File: src/sv/lstcd_pkg.sv
package lstcd_pkg;

  // Field widths of one input byte and one reading
  localparam int unsigned CharW  = 8;
  localparam int unsigned StepW  = 10;
  localparam int unsigned IndexW = 10;
  localparam int unsigned AngleW = 11;
  localparam int unsigned DistW  = 13;
  localparam int unsigned CodeW  = 5;
  localparam int unsigned SixW   = 6;
  localparam int unsigned ValueW = 2 * SixW;

  // Configuration port widths and register indexes
  localparam int unsigned CfgAddrW = 2;
  localparam int unsigned CfgDataW = 10;

  localparam logic [CfgAddrW-1:0] REG_FROM_STEP  = 2'd0;
  localparam logic [CfgAddrW-1:0] REG_VALID_FROM = 2'd1;
  localparam logic [CfgAddrW-1:0] REG_VALID_TO   = 2'd2;

  // Register reset values
  localparam logic [StepW-1:0] FromStepReset  = 10'd0;
  localparam logic [StepW-1:0] ValidFromReset = 10'd44;
  localparam logic [StepW-1:0] ValidToReset   = 10'd725;

  // Step of the beam at 0 degrees (step 0 lies at -135 degrees), in units of pi/512
  localparam logic [AngleW-1:0] AngleOffset = 11'd384;

  // Characters and thresholds of the protocol
  localparam logic [CharW-1:0]  CharZero   = 8'h30;
  localparam logic [CharW-1:0]  CharTab    = 8'h09;
  localparam logic [CharW-1:0]  CharCr     = 8'h0D;
  localparam logic [CharW-1:0]  CharSpace  = 8'h20;
  localparam logic [ValueW-1:0] ErrorLimit = 12'd20;

  localparam logic [StepW-1:0]  StepMax  = '1;
  localparam logic [IndexW-1:0] IndexMax = '1;

  // Result kinds
  localparam logic KIND_READING  = 1'b0;
  localparam logic KIND_REJECTED = 1'b1;

  // Decoder phase within a response
  typedef enum logic [1:0] {
    PH_WAIT = 2'd0,
    PH_HIGH = 2'd1,
    PH_LOW  = 2'd2
  } phase_t;

endpackage

File: src/sv/lstcd_in_if.sv
interface lstcd_in_if
  import lstcd_pkg::*;
  ();
  logic             valid;
  logic             ready;
  logic [CharW-1:0] char_in;
  logic             start_req;

  modport source (output valid, output char_in, output start_req, input ready);
  modport sink (input valid, input char_in, input start_req, output ready);
endinterface

File: src/sv/lstcd_out_if.sv
interface lstcd_out_if
  import lstcd_pkg::*;
  ();
  logic                     valid;
  logic                     ready;
  logic                     kind;
  logic [IndexW-1:0]        reading_index;
  logic signed [AngleW-1:0] angle_units;
  logic signed [DistW-1:0]  distance;
  logic [CodeW-1:0]         error_code;
  logic                     error_flag;

  modport source (output valid, output kind, output reading_index, output angle_units,
                  output distance, output error_code, output error_flag, input ready);
  modport sink (input valid, input kind, input reading_index, input angle_units,
                input distance, input error_code, input error_flag, output ready);
endinterface

File: src/sv/lstcd_cfg_if.sv
interface lstcd_cfg_if
  import lstcd_pkg::*;
  ();
  logic                valid;
  logic                ready;
  logic [CfgAddrW-1:0] index;
  logic [CfgDataW-1:0] data;

  modport source (output valid, output index, output data, input ready);
  modport sink (input valid, input index, input data, output ready);
endinterface

File: src/sv/laser_scan_two_char_decoder_core.sv
// Channel   Direction  Word
// in_ch     sink       char_in (8), start_req (1)
// out_ch    source     kind, reading_index, angle_units, distance, error_code, error_flag
// cfg       sink       index (2), data (10): from_step, valid_from, valid_to
//
// One byte is taken every cycle while the output is not stalled; a byte passes through the
// input register and its reading, if any, is then registered in the output register.
// The decode is a few compares, an 8-bit character subtract and an 11-bit angle subtract
// between the two registers.
// Reset (synchronous) empties both registers, clears the phase to waiting and restores
// the register defaults. A stalled output holds both stages; cfg is always ready.
module laser_scan_two_char_decoder_core
  import lstcd_pkg::*;
  (
  input  logic        clk,
  input  logic        rst,
  lstcd_in_if.sink    in_ch,
  lstcd_out_if.source out_ch,
  lstcd_cfg_if.sink   cfg
);

  // Configuration registers
  logic [StepW-1:0] from_step;
  logic [StepW-1:0] valid_from;
  logic [StepW-1:0] valid_to;

  // Input register
  logic             in_valid;
  logic [CharW-1:0] in_char;
  logic             in_start;

  // Decoder state
  phase_t            phase, phase_next;
  logic [SixW-1:0]   held_high_bits, held_high_bits_next;
  logic [StepW-1:0]  step_counter, step_counter_next;
  logic [IndexW-1:0] index_counter, index_counter_next;

  // Result register
  logic                     res_valid;
  logic                     res_kind;
  logic [IndexW-1:0]        res_index;
  logic signed [AngleW-1:0] res_angle;
  logic signed [DistW-1:0]  res_dist;
  logic [CodeW-1:0]         res_code;
  logic                     res_flag;

  // Decode results of the byte in the input register
  logic                     emit;
  logic                     emit_kind;
  logic [IndexW-1:0]        emit_index;
  logic signed [AngleW-1:0] emit_angle;
  logic signed [DistW-1:0]  emit_dist;
  logic [CodeW-1:0]         emit_code;
  logic                     emit_flag;

  logic             advance;
  logic             is_space;
  logic [CharW-1:0] char_diff;
  logic [SixW-1:0]  six;
  logic [ValueW-1:0] value;
  logic             value_err;
  logic             in_window;

  // The pipeline moves whenever the result register is empty or being taken.
  assign advance     = !res_valid || out_ch.ready;
  assign in_ch.ready = !in_valid || advance;
  assign cfg.ready   = 1'b1;

  // Configuration writes; unknown indexes are dropped.
  always_ff @(posedge clk) begin
    if (rst) begin
      from_step  <= FromStepReset;
      valid_from <= ValidFromReset;
      valid_to   <= ValidToReset;
    end else if (cfg.valid) begin
      unique case (cfg.index)
        REG_FROM_STEP:  from_step  <= cfg.data[StepW-1:0];
        REG_VALID_FROM: valid_from <= cfg.data[StepW-1:0];
        REG_VALID_TO:   valid_to   <= cfg.data[StepW-1:0];
        default: ;
      endcase
    end
  end

  // Input register.
  always_ff @(posedge clk) begin
    if (rst) begin
      in_valid <= 1'b0;
    end else if (in_ch.ready) begin
      in_valid <= in_ch.valid;
    end
  end

  always_ff @(posedge clk) begin
    if (in_ch.ready && in_ch.valid) begin
      in_char  <= in_ch.char_in;
      in_start <= in_ch.start_req;
    end
  end

  // Character classification and the pair value.
  assign is_space  = ((in_char >= CharTab) && (in_char <= CharCr)) || (in_char == CharSpace);
  assign char_diff = in_char - CharZero;
  assign six       = char_diff[SixW-1:0];
  assign value     = {held_high_bits, six};
  assign value_err = value < ErrorLimit;
  assign in_window = (step_counter >= valid_from) && (step_counter <= valid_to);

  // Next state and the result for the byte in the input register.
  always_comb begin
    phase_next          = phase;
    held_high_bits_next = held_high_bits;
    step_counter_next   = step_counter;
    index_counter_next  = index_counter;
    emit       = 1'b0;
    emit_kind  = KIND_READING;
    emit_index = '0;
    emit_angle = '0;
    emit_dist  = '0;
    emit_code  = '0;
    emit_flag  = 1'b0;
    if (in_start) begin
      // A status byte restarts the response whatever came before.
      held_high_bits_next = '0;
      index_counter_next  = '0;
      step_counter_next   = from_step;
      if (in_char == CharZero) begin
        phase_next = PH_HIGH;
      end else begin
        phase_next = PH_WAIT;
        emit       = 1'b1;
        emit_kind  = KIND_REJECTED;
      end
    end else if (!is_space) begin
      unique case (phase)
        PH_HIGH: begin
          held_high_bits_next = six;
          phase_next          = PH_LOW;
        end
        PH_LOW: begin
          phase_next = PH_HIGH;
          if (step_counter != StepMax) begin
            step_counter_next = step_counter + 1'b1;
          end
          if (in_window) begin
            emit       = 1'b1;
            emit_index = index_counter;
            emit_angle = {1'b0, step_counter} - AngleOffset;
            emit_dist  = value_err ? '1 : {1'b0, value};
            emit_code  = value_err ? value[CodeW-1:0] : '0;
            emit_flag  = value_err;
            if (index_counter != IndexMax) begin
              index_counter_next = index_counter + 1'b1;
            end
          end
        end
        default: ;
      endcase
    end
  end

  // Decoder state advances when the byte leaves the input register.
  always_ff @(posedge clk) begin
    if (rst) begin
      phase          <= PH_WAIT;
      held_high_bits <= '0;
      step_counter   <= '0;
      index_counter  <= '0;
    end else if (in_valid && advance) begin
      phase          <= phase_next;
      held_high_bits <= held_high_bits_next;
      step_counter   <= step_counter_next;
      index_counter  <= index_counter_next;
    end
  end

  // Result register.
  always_ff @(posedge clk) begin
    if (rst) begin
      res_valid <= 1'b0;
    end else if (advance) begin
      res_valid <= in_valid && emit;
    end
  end

  always_ff @(posedge clk) begin
    if (advance && in_valid && emit) begin
      res_kind  <= emit_kind;
      res_index <= emit_index;
      res_angle <= emit_angle;
      res_dist  <= emit_dist;
      res_code  <= emit_code;
      res_flag  <= emit_flag;
    end
  end

  assign out_ch.valid         = res_valid;
  assign out_ch.kind          = res_kind;
  assign out_ch.reading_index = res_index;
  assign out_ch.angle_units   = res_angle;
  assign out_ch.distance      = res_dist;
  assign out_ch.error_code    = res_code;
  assign out_ch.error_flag    = res_flag;

endmodule
File: src/flat_wrapper.sv
// flat-port wrapper written by rule: the top's interface ports become plain ports
module laser_scan_two_char_decoder_core_flat import lstcd_pkg::*;
  (clk, rst, in_ch_valid, in_ch_char_in, in_ch_start_req, in_ch_ready, out_ch_valid, out_ch_kind, out_ch_reading_index, out_ch_angle_units, out_ch_distance, out_ch_error_code, out_ch_error_flag, out_ch_ready, cfg_valid, cfg_index, cfg_data, cfg_ready);
  lstcd_in_if in_ch_i ();
  lstcd_out_if out_ch_i ();
  lstcd_cfg_if cfg_i ();
  input  logic clk;
  input  logic rst;
  input wire logic [$bits(in_ch_i.valid)-1:0] in_ch_valid;
  input wire logic [$bits(in_ch_i.char_in)-1:0] in_ch_char_in;
  input wire logic [$bits(in_ch_i.start_req)-1:0] in_ch_start_req;
  output wire logic [$bits(in_ch_i.ready)-1:0] in_ch_ready;
  output wire logic [$bits(out_ch_i.valid)-1:0] out_ch_valid;
  output wire logic [$bits(out_ch_i.kind)-1:0] out_ch_kind;
  output wire logic [$bits(out_ch_i.reading_index)-1:0] out_ch_reading_index;
  output wire logic [$bits(out_ch_i.angle_units)-1:0] out_ch_angle_units;
  output wire logic [$bits(out_ch_i.distance)-1:0] out_ch_distance;
  output wire logic [$bits(out_ch_i.error_code)-1:0] out_ch_error_code;
  output wire logic [$bits(out_ch_i.error_flag)-1:0] out_ch_error_flag;
  input wire logic [$bits(out_ch_i.ready)-1:0] out_ch_ready;
  input wire logic [$bits(cfg_i.valid)-1:0] cfg_valid;
  input wire logic [$bits(cfg_i.index)-1:0] cfg_index;
  input wire logic [$bits(cfg_i.data)-1:0] cfg_data;
  output wire logic [$bits(cfg_i.ready)-1:0] cfg_ready;
  assign in_ch_i.valid = in_ch_valid;
  assign in_ch_i.char_in = in_ch_char_in;
  assign in_ch_i.start_req = in_ch_start_req;
  assign in_ch_ready = in_ch_i.ready;
  assign out_ch_valid = out_ch_i.valid;
  assign out_ch_kind = out_ch_i.kind;
  assign out_ch_reading_index = out_ch_i.reading_index;
  assign out_ch_angle_units = out_ch_i.angle_units;
  assign out_ch_distance = out_ch_i.distance;
  assign out_ch_error_code = out_ch_i.error_code;
  assign out_ch_error_flag = out_ch_i.error_flag;
  assign out_ch_i.ready = out_ch_ready;
  assign cfg_i.valid = cfg_valid;
  assign cfg_i.index = cfg_index;
  assign cfg_i.data = cfg_data;
  assign cfg_ready = cfg_i.ready;
  laser_scan_two_char_decoder_core u_core (.clk(clk), .rst(rst), .in_ch(in_ch_i), .out_ch(out_ch_i), .cfg(cfg_i));
endmodule
File: config.mk
export PLATFORM = sky130hd
export DESIGN_NAME = laser_scan_two_char_decoder_core_flat
export DESIGN_NICKNAME = d
export VERILOG_FILES = /design/src/sv/lstcd_pkg.sv /design/src/sv/lstcd_in_if.sv /design/src/sv/lstcd_out_if.sv /design/src/sv/lstcd_cfg_if.sv /design/src/sv/laser_scan_two_char_decoder_core.sv /design/src/flat_wrapper.sv
export SDC_FILE = /design/constraint.sdc
export NUM_CORES = 1
export LEC_CHECK = 0
export BUFFER_PORTS_ARGS = -buffer_cell sky130_fd_sc_hd__buf_4
export CORE_ASPECT_RATIO = 0.75
export CORE_UTILIZATION = 25
export DETAILED_ROUTE_END_ITERATION = 7
export SETUP_SLACK_MARGIN = 0.5
export SLEW_MARGIN = 20
export SYNTH_ARGS = -nofsm -noshare
export SYNTH_HDL_FRONTEND = slang
export SYNTH_SLANG_ARGS = --single-unit
File: constraint.sdc
create_clock -name clk -period 6.4 [get_ports clk]
set_input_delay 0.96 -clock clk [delete_from_list [all_inputs] [get_ports clk]]
set_output_delay 0.96 -clock clk [all_outputs]
set_load 0.01 [all_outputs]
==> results of run 1 <==
[final cells by class]
cell class / count / area (µm²) / area share
clock inverters: 5 / 27.5 / 0.00447
repair buffers: 71 / 533 / 0.0865
multi-input cells: 351 / 2260 / 0.368
well taps: 258 / 323 / 0.0524
clock buffers: 11 / 233 / 0.0378
inverters: 29 / 109 / 0.0177
flip-flops and latches: 109 / 2670 / 0.434
[power breakdown]
part,total [mW],leakage [nW],switching (mW),internal (mW)
Clock,0.515,0.131,0.253,0.262
Combinational,0.101,1.36,0.0613,0.0393
Sequential,0.753,0.990,0.0118,0.741
Total,1.37,2.48,0.326,1.04
[path summary, 6_finish.rpt]
kind	startpoint	cells past startpoint	to
setup / recovery	u_core.step_counter[9]	7	u_core.out_ch.error_code[1]
hold / removal	u_core.valid_to[8]	2	u_core.valid_to[8]
setup reg to reg	u_core.step_counter[9]	7	u_core.out_ch.error_code[1]
hold reg to reg	u_core.valid_to[8]	2	u_core.valid_to[8]
[per-layer routing]
metal,share of wire,vias to the layer above,track usage
met5,0,-,0
met4,0.011,0,0.0356
met3,0.047,9,0.0250
met2,0.40,95,0.156
met1,0.54,1773,0.177
li1,-,1952,-
[per-stage QoR]
| stage | instances | hold slack, ns | setup WS (ns) |
|---|---|---|---|
| floorplan | 519 | 0.436 | 3.25 |
| global placement | 818 | 0.443 | 3.29 |
| detailed placement | 818 | 0.448 | 3.26 |
| CTS | 834 | 0.458 | 3.23 |
| global route | 834 | 0.471 | 2.95 |
| finish | 834 | 0.455 | 3.26 |
[cells in the final DEF (no fill, tap or decap), types with 8 or more instances in the layout]
| cell type | synthesis | routed |
|---|---|---|
| inv_1 | 29 | 29 |
| ha_1 | 29 | 29 |
| and2_1 | 25 | 25 |
| nor2_1 | 55 | 55 |
| a22oi_1 | 9 | 9 |
| nand3_1 | 10 | 10 |
| nand4_1 | 10 | 10 |
| buf_4 | 2 | 71 |
| a21oi_1 | 36 | 36 |
| nand2_1 | 41 | 41 |
| edfxtp_1 | 49 | 49 |
| o21ai_0 | 13 | 12 |
| and3_1 | 13 | 13 |
| mux2i_1 | 12 | 12 |
| clkbuf_16 | 0 | 9 |
| o21a_1 | 14 | 13 |
| a211o_1 | 8 | 8 |
| dfxtp_1 | 60 | 60 |
[kinds of logic after synthesis]
kind of cell	share of synthesized area
compound gates	0.142
xor+xnor	0.00170
fa+ha+maj	0.0703
buf+inv	0.0477
flops	0.517
mux	0.0233
other cells	0.000726
simple gates	0.197
[flip-flops by register name, indices dropped and copies added, names as in the netlist, 2 cells and up]
name / cells
u_core.valid_to: 10
u_core.step_counter: 10
u_core.out_ch.distance: 12
u_core.out_ch.reading_index: 10
u_core.phase: 2
u_core.held_high_bits: 6
u_core.out_ch.error_code: 5
u_core.valid_from: 10
u_core.out_ch.angle_units: 11
u_core.index_counter: 10
u_core.in_char: 8
u_core.from_step: 10
[critical path: stages (launching register included)]
cell and delay, ns:
dfxtp_1 0.48, ha_1 0.31, a21oi_1 0.18, nand2_1 0.07
nor3_1 0.18, o32a_1 0.46, and3_1 0.25, o21a_2 0.80
==> key figures, run 1 <==
Flow run
  • Max Cap Viol: 0

Global routing
  • Gr usage total: 0.115
  • Vias in the first global route: 3531
  • Total congestion overflow: 0
  • Largest net degree at the start of global routing: 59
  • Initial antenna violation count: 0
  • First-pass GRT wire length: 19200 µm

Floorplanning
  • Core Box Area: between 20000 and 25000 µm²
  • Row count: 45
  • Die H: 126 µm
  • Die W: 168 µm
  • Starting Density: 0.256
  • Ports: 70
  • Full die area: 21200 µm²

Finish
  • Antenna Cells: 0
  • FILL cells: between 2000 and 2500
  • Layout cell share with drive strength beyond 1: 0.161
  • Fin nets: 626
  • Design Area, Final: 6160 µm²
  • Util after Layout: 0.305
  • Area Overhead vs Synth: 19.3%

Timing
  • Final hold vios: 0
  • RSZ-0062 raised after global routing: no
  • Final slew viol count: 0
  • Crit share post-route: 0.490
  • Worst slew pin tran: approximately 1 ns
  • Final Setup Violations: 0
  • Crit path time final: 3.14 ns
  • Max Clk Rate: around 0.32 GHz
  • Worst Clk Skew: slightly above 0.008 ns
  • Setup TNS: 0 ns
  • Slew HR: 0.332

Drt
  • DR DRC count: 0
  • Vias: 3829
  • Routed len/inst: 14.5 µm
  • Post-route ant nets: 0
  • Initial DRC Count: 275
  • DR vias/cell: 4.59
  • Total Wirelength: roughly 12000 µm
  • First-pass iteration count of the detailed router: 7

Clocking
  • Cts-stage hold buffer count: 0
  • CTS clk-pin slew, worst paths: around 0.07 ns
  • Clock root buffer: clkbuf_16
  • # resized after CTS: 0
  • CTS sink cnt: between 100 and 150
  • Longest Clk Path Bufs: 2
  • CTS Buf Count: 9
  • CTS HTree Levels: 3
  • Setup Buffers After CTS: 0
  • CTS tree: done
  • Worst skew pair latency: 0.35 ns

Pwr
  • Worst vdd ir: 0.0989 mV
  • Lkg Pwr: 2.48 nW
  • Total Power: 1.37 mW
  • P per Cell Area: 222 nW/µm²

Placed design
  • Estimated wirelength of the detail-placed design: 8450 µm
  • Final GP Congestion: between 0.8 and 0.9
  • Cell area after placement: 5900 µm²
  • I/O Buffers: 68

Critical path
  • WS Path Type: flop to flop
  • Worst setup SP type: flop
  • CP max FO: 40
  • Crit path DAT: 3.11 ns
  • Critical path capture point type: flop
  • Critical Path RT: roughly 6.4 ns
  • Setup slack, reg-to-reg: about 3.3 ns

Logic synthesis
  • Seq cells post-synth: 109
  • Area contributors post-synth: edfxtp_1 28%, dfxtp_1 23%, ha_1 7.0%
  • Post-synth top cells: 60 x dfxtp_1, 55 x nor2_1, 49 x edfxtp_1
  • Most used DFF post-synth: dfxtp_1
  • Biggest area consumer among synthesized cells: edfxtp_1
  • Most common cell in the netlist: dfxtp_1
  • Netlist cell types: 53
  • Number of synthesized flops with an enable pin: a little under 50
  • Post-synth ARST share: 0
  • Sequential share of the synthesized area: 0.517
  • Synth warn: 0
  • Synthesized area: roughly 5200 µm²
  • Post-synthesis cell count: 519
  • Top cell type's share of synthesized area: 0.285
  • Mean Syn Cell Area: 9.95 µm²
  • Mapped Nets: around 570

Min path
  • Hold Path Class: flop to flop

Run status
  • Outcome: complete, no violations
Power figures use the tool's default switching activity.
==> inputs of run 2 (changes only) <==
==> constraint.sdc (replaced) <==
create_clock -name clk -period 2.7 [get_ports clk]
set_input_delay 0.405 -clock clk [delete_from_list [all_inputs] [get_ports clk]]
set_output_delay 0.405 -clock clk [all_outputs]
set_load 0.01 [all_outputs]
==> run 2 against run 1 <==
  * Count of clock-buffer cells in the layout unchanged
  * Via count up 10%
  * Maximum frequency up 39%
  * Global-route usage up 0.70 points
  * Sequential share of layout area down 4.6 points
  * Design area up 13%
  * Routed wire length up 20%
  * Clock power up 150%
  * Worst setup slack worse by 2.8 ns
  * Clock skew up 0.0016 ns
  * Final cell count up 4.9%
==> key figures, run 2 (synthesized netlist as in run 1, its figures left out) <==
Timing
  • Final hold vios: 0 (unchanged)
  • Hold slack: 0.213 ns (-0.241 ns)
  • Worst slew pin tran: 0.660 ns (-0.343 ns)
  • Final Setup Violations: 0 (unchanged)
  • Crit path time final: 2.26 ns (-0.877 ns)
  • Worst Clk Skew: 0.00974 ns (+0.00156 ns)
  • RSZ-0062 raised after global routing: yes
  • Slew HR: 0.560 (+0.229)
  • Crit share post-route: 0.837 (+0.347)
  • Setup TNS: 0 ns (unchanged)
  • Max Clk Rate: 0.442 GHz (+39%)
  • Final slew viol count: 0 (unchanged)

Global routing
  • Gr usage total: 0.122 (+0.00703)
  • Total congestion overflow: 0 (unchanged)
  • Largest net degree at the start of global routing: 59 (unchanged)
  • First-pass GRT wire length: 20100 µm (+4.4%)
  • Initial antenna violation count: 0 (unchanged)
  • Vias in the first global route: 3616 (+2.4%)

Drt
  • DR DRC count: 0 (unchanged)
  • Routed len/inst: 16.7 µm (+15%)
  • Total Wirelength: 14600 µm (+20%)
  • DR vias/cell: 4.83 (+5.1%)
  • Post-route ant nets: 0 (unchanged)
  • Vias: 4222 (+10%)
  • First-pass iteration count of the detailed router: 5 (-2)
  • Initial DRC Count: 279 (+1.5%)

Finish
  • Antenna Cells: 0 (unchanged)
  • Area Overhead vs Synth: 35.2%
  • FILL cells: 2013 (-3.9%)
  • Design Area, Final: 6980 µm² (+13%)
  • Max reg flops: 12 (unchanged)
  • Leading cell type in the layout, fill and taps excluded: buf_4
  • Layout cell share with drive strength beyond 1: 0.319 (+0.158)
  • Most frequent cells in the layout: 92 x buf_4, 55 x nor2_1, 49 x edfxtp_1, 46 x dfxtp_1, 40 x nand2_1
  • Fin nets: 667 (+6.5%)

Clocking
  • CTS sink cnt: 109 (unchanged)
  • Cts-stage hold buffer count: 0 (unchanged)
  • CTS tree: done
  • CTS HTree Levels: 3 (unchanged)
  • Longest Clk Path Bufs: 2 (unchanged)
  • Clock root buffer: clkbuf_16
  • Worst skew pair latency: 0.36 ns (about the same)
  • CTS clk-pin slew, worst paths: 0.08 ns (about the same)
  • CTS Buf Count: 9 (unchanged)

Floorplanning
  • Row count: 45 (unchanged)
  • Core Box Area: 20200 µm² (unchanged)
  • Die H: 126 µm (unchanged)
  • Starting Density: 0.256 (unchanged)
  • Die W: 168 µm (unchanged)
  • Ports: 70 (unchanged)
  • Full die area: 21200 µm² (unchanged)

Critical path
  • Critical path capture point type: flop
  • Critical Path RT: 2.82 ns (-3.55 ns)
  • Crit path DAT: 2.38 ns (-0.73 ns)
  • WS Path Type: flop to flop
  • CP max FO: 5 (-88%)
  • Worst setup SP type: flop

Pwr
  • P per Cell Area: 482 nW/µm² (+120%)
  • Worst vdd ir: 0.239 mV (+140%)
  • Lkg Pwr: 2.74 nW (+10%)

Placed design
  • Cell area after placement: 6070 µm² (+3.0%)
  • Estimated wirelength of the detail-placed design: 8790 µm (+3.9%)
  • Final GP Congestion: 0.793 (-4.2%)
  • I/O Buffers: 68 (unchanged)

Flow run
  • Max Cap Viol: 0 (unchanged)

Run status
  • Outcome: complete, no violations

Min path
  • Hold Path Class: input port to flop
[run 2: cell types whose count changed in the layout (fill, tap and decap cells not counted), moves of 6 or more]
cell     change
dfxtp_4      +7
a21oi_2      +8
buf_4       +21
dfxtp_1     -14
ha_1        -12
and3_4       +6
a21oi_1      -9
dfxtp_2      +7
ha_4        +12
[run 2: cell type report]
type | count | area (µm²) | area share
clock buffers | 11 | 233 | 0.0333
clock inverters | 5 | 46.3 | 0.00663
inverters | 29 | 111 | 0.0160
multi-input cells | 361 | 2710 | 0.388
flip-flops and latches | 109 | 2710 | 0.388
well taps | 258 | 323 | 0.0462
repair buffers | 102 | 851 | 0.122
[run 2: report_power, final]
group | leakage [nW] | internal, mW | total, mW | switching, mW
combinational | 1.61 | 0.126 | 0.304 | 0.177
clock | 0.130 | 0.642 | 1.28 | 0.640
sequential | 0.999 | 1.75 | 1.78 | 0.0282
total | 2.74 | 2.52 | 3.36 | 0.845
[run 2: critical path: stages (launching register included)]
cell,delay (ns)
dfxtp_4,0.38
inv_4,0.05
ha_4,0.20
nand2b_4,0.15
a21oi_4,0.16
nor3_2,0.07
o32a_4,0.43
and3_4,0.25
clkbuf_16,0.18
and3_1,0.15
[run 2: repair_timing]
action                                  CTS  global route
resized for setup                        18            58
buffers inserted                          5            11
endpoints found under the setup margin  105           105
gates cloned                              2            15
pin swaps                                 5            21
endpoints found under the hold margin     0             0
[run 2: worst paths after layout]
kind                                        startpoint  depth (start not counted)  slack, ns                           to
worst min-delay path                  in_ch_char_in[4]                          1       0.21            u_core.in_char[4]
worst min register to register    u_core.valid_from[9]                          2       0.46         u_core.valid_from[9]
worst max register to register  u_core.step_counter[0]                          9       0.44  u_core.out_ch.error_code[1]
worst max-delay path            u_core.step_counter[0]                          9       0.44  u_core.out_ch.error_code[1]
[run 2: per-stage QoR]
| step | total power [mW] | setup WS, ns | instances | utilization |
|---|---|---|---|---|
| floorplan | 1.97 | 0.417 | 519 | - |
| global placement | 2.07 | 0.262 | 826 | 0.300 |
| detailed placement | 2.07 | 0.205 | 826 | 0.300 |
| CTS | 3.35 | 0.449 | 849 | 0.320 |
| global route | 3.49 | 0.381 | 875 | 0.345 |
| finish | 3.36 | 0.440 | 875 | 0.345 |
[run 2: metal layers]
layer  routed length, µm  track usage
met5                   0            0
met4                 172       0.0421
met3                1090       0.0371
met2                5910        0.162
met1                7400        0.183
==> inputs of run 3 (changes only) <==
==> constraint.sdc (replaced) <==
create_clock -name clk -period 1.86 [get_ports clk]
set_input_delay 0.279 -clock clk [delete_from_list [all_inputs] [get_ports clk]]
set_output_delay 0.279 -clock clk [all_outputs]
set_load 0.01 [all_outputs]
==> run 3 against run 2 <==
  * The run now ends with setup timing left
  * Sequential share of layout area is 3.1 points lower
  * Final cell count is 4.6% higher
  * Register-to-register slack worse by 0.74 ns
  * Routed wire length is 8.7% lower
  * Global-route usage is 0.29 points higher
  * Clock skew is 0.0011 ns higher
  * Design area is 8.2% higher
  * Sequential power is 45% higher
  * Maximum frequency is 4.4% higher
  * Clock power is 73% higher
  * Non-clock buffer count is 49 higher
  * Largest cell class unchanged
  * Highest routed layer unchanged
==> key figures, run 3 (synthesized netlist as in run 1, its figures left out) <==
Run status
  • Outcome: finished, violations left
  • Failing checks: setup timing

Finish
  • Design Area, Final: 7550 µm² (+8.2%)
  • Leading cell type in the layout, fill and taps excluded: buf_4
  • Most frequent cells in the layout: 130 x buf_4, 52 x nor2_1, 49 x edfxtp_1, 46 x dfxtp_1, 37 x nand2_1
  • Layout cell share with drive strength beyond 1: 0.420 (+0.101)
  • Antenna Cells: 0 (unchanged)
  • Fin nets: 707 (+6.0%)
  • Max reg flops: 12 (unchanged)
  • FILL cells: 1968 (-2.2%)
  • Area Overhead vs Synth: 46.2%

Floorplanning
  • Die H: 126 µm (unchanged)
  • Full die area: 21200 µm² (unchanged)
  • Core Box Area: 20200 µm² (unchanged)
  • Ports: 70 (unchanged)
  • Row count: 45 (unchanged)
  • Starting Density: 0.256 (unchanged)
  • Die W: 168 µm (unchanged)

Critical path
  • CP top delay family: compound AO/OA/AOI/OAI gates
  • Crit path max-delay cell type: dfxtp_2
  • CP max FO: 19 (+14)
  • Crit path cell chain: inv_2 -> buf_4 -> ha_4 -> nand2_1 -> o31ai_2 -> o32a_1 -> and3_4 -> o21a_4 -> buf_12
  • Critical Path RT: 1.91 ns (-0.91 ns)
  • Critical path capture point type: flop
  • Crit path DAT: 2.22 ns (-0.16 ns)
  • Slowest stage delay, CP: 0.34 ns (-0.09 ns)
  • Buf/Inv on CP: 3 (+1)
  • WS Path Type: flop to flop
  • Worst setup SP type: flop

Global routing
  • Initial antenna violation count: 0 (unchanged)
  • Total congestion overflow: 0 (unchanged)
  • First-pass GRT wire length: 21000 µm (+4.5%)
  • Gr usage total: 0.125 (+0.00289)
  • Vias in the first global route: 3898 (+7.8%)
  • Largest net degree at the start of global routing: 49 (-17%)

Pwr
  • Lkg Pwr: 3.03 nW (+11%)
  • Total Power: 5.34 mW (+59%)
  • P per Cell Area: 707 nW/µm² (+47%)
  • Worst vdd ir: 0.429 mV (+80%)

Drt
  • Vias: 4188 (-0.81%)
  • Post-route ant nets: 0 (unchanged)
  • DR vias/cell: 4.58 (-5.1%)
  • Total Wirelength: 13300 µm (-8.7%)
  • DR DRC count: 0 (unchanged)
  • First-pass iteration count of the detailed router: 7 (+2)
  • Initial DRC Count: 229 (-18%)
  • Routed len/inst: 14.5 µm (-13%)

Clocking
  • CTS HTree Levels: 3 (unchanged)
  • Cts-stage hold buffer count: 0 (unchanged)
  • CTS clk-pin slew, worst paths: 0.07 ns (about the same)
  • Worst skew pair latency: 0.35 ns (about the same)
  • CTS tree: done
  • CTS Buf Count: 9 (unchanged)
  • CTS sink cnt: 109 (unchanged)
  • Longest Clk Path Bufs: 2 (unchanged)
  • Clock root buffer: clkbuf_16

Placed design
  • Estimated wirelength of the detail-placed design: 9430 µm (+7.3%)
  • Final GP Congestion: 0.796 (+0.28%)
  • I/O Buffers: 68 (unchanged)
  • Cell area after placement: 6640 µm² (+9.3%)

Timing
  • Final hold vios: 0 (unchanged)
  • Worst Clk Skew: 0.0109 ns (+0.00113 ns)
  • Hold slack: 0.108 ns (-0.105 ns)
  • Crit path time final: 2.16 ns (-0.0961 ns)
  • Max Clk Rate: 0.462 GHz (+4.4%)
  • RSZ-0062 raised after global routing: yes
  • Final Setup Violations: 108 (+108)
  • Worst slew pin tran: 0.504 ns (-0.156 ns)
  • Slew HR: 0.664 (+0.104)
  • Setup slack after layout: -0.304 ns (-0.744 ns)
  • Final slew viol count: 0 (unchanged)
  • Crit share post-route: 1.16 (+0.326)

Min path
  • Hold Path Class: input port to flop

Flow run
  • Max Cap Viol: 0 (unchanged)
-- run 3: worst register-to-register path: stages, from the launching register on --
cell	delay, ns
dfxtp_2	0.34
inv_2	0.05
buf_4	0.14
ha_4	0.25
nand2_1	0.06
o31ai_2	0.24
o32a_1	0.23
and3_4	0.23
o21a_4	0.17
buf_12	0.17
-- run 3: worst paths after layout --
kind,start,to,slack [ns],depth (start not counted)
max,u_core.step_counter[0],u_core.out_ch.angle_units[6],-0.30,9
min reg2reg,u_core.valid_to[5],u_core.valid_to[5],0.45,2
min,in_ch_char_in[3],u_core.in_char[3],0.11,1
max reg2reg,u_core.step_counter[0],u_core.out_ch.angle_units[6],-0.30,9
-- run 3: cell type report --
type	instances	area, µm²	area share
multi-input cells	352	2790	0.369
inverters	29	109	0.0144
repair buffers	151	1290	0.171
clock buffers	9	225	0.0298
clock inverters	7	123	0.0162
flip-flops and latches	109	2700	0.357
well taps	258	323	0.0427
-- run 3: routing by layer --
| metal | GRT usage | vias up | part of all wire |
|---|---|---|---|
| li1 | - | 2134 | - |
| met1 | 0.191 | 1965 | 0.53 |
| met2 | 0.178 | 84 | 0.42 |
| met3 | 0.0253 | 5 | 0.045 |
| met4 | 0.0275 | 0 | 0.0062 |
| met5 | 0 | - | 0 |
-- run 3: through the flow --
stage	setup slack (ns)	cells	util	TNS, ns
2_1_floorplan	-0.423	519	-	-29.84
3_3_place_gp	-0.399	878	0.328	-36.20
3_5_place_dp	-0.413	878	0.328	-37.96
4_1_cts	-0.315	905	0.358	-26.89
5_1_grt	-0.375	915	0.374	-33.12
6_report	-0.304	915	0.374	-25.84
-- run 3: timing repair --
item / 4_1_cts / 5_1_grt
buffers inserted: 9 / 9
cloned: 2 / 1
pin swaps: 14 / 22
resized for setup: 38 / 53
setup endpoints to repair: 119 / 110
-- run 3: report_power, final --
| group | switching, mW | total (mW) | internal (mW) |
|---|---|---|---|
| logic | 0.279 | 0.532 | 0.253 |
| registers | 0.0365 | 2.58 | 2.55 |
| clock network | 0.898 | 2.22 | 1.32 |
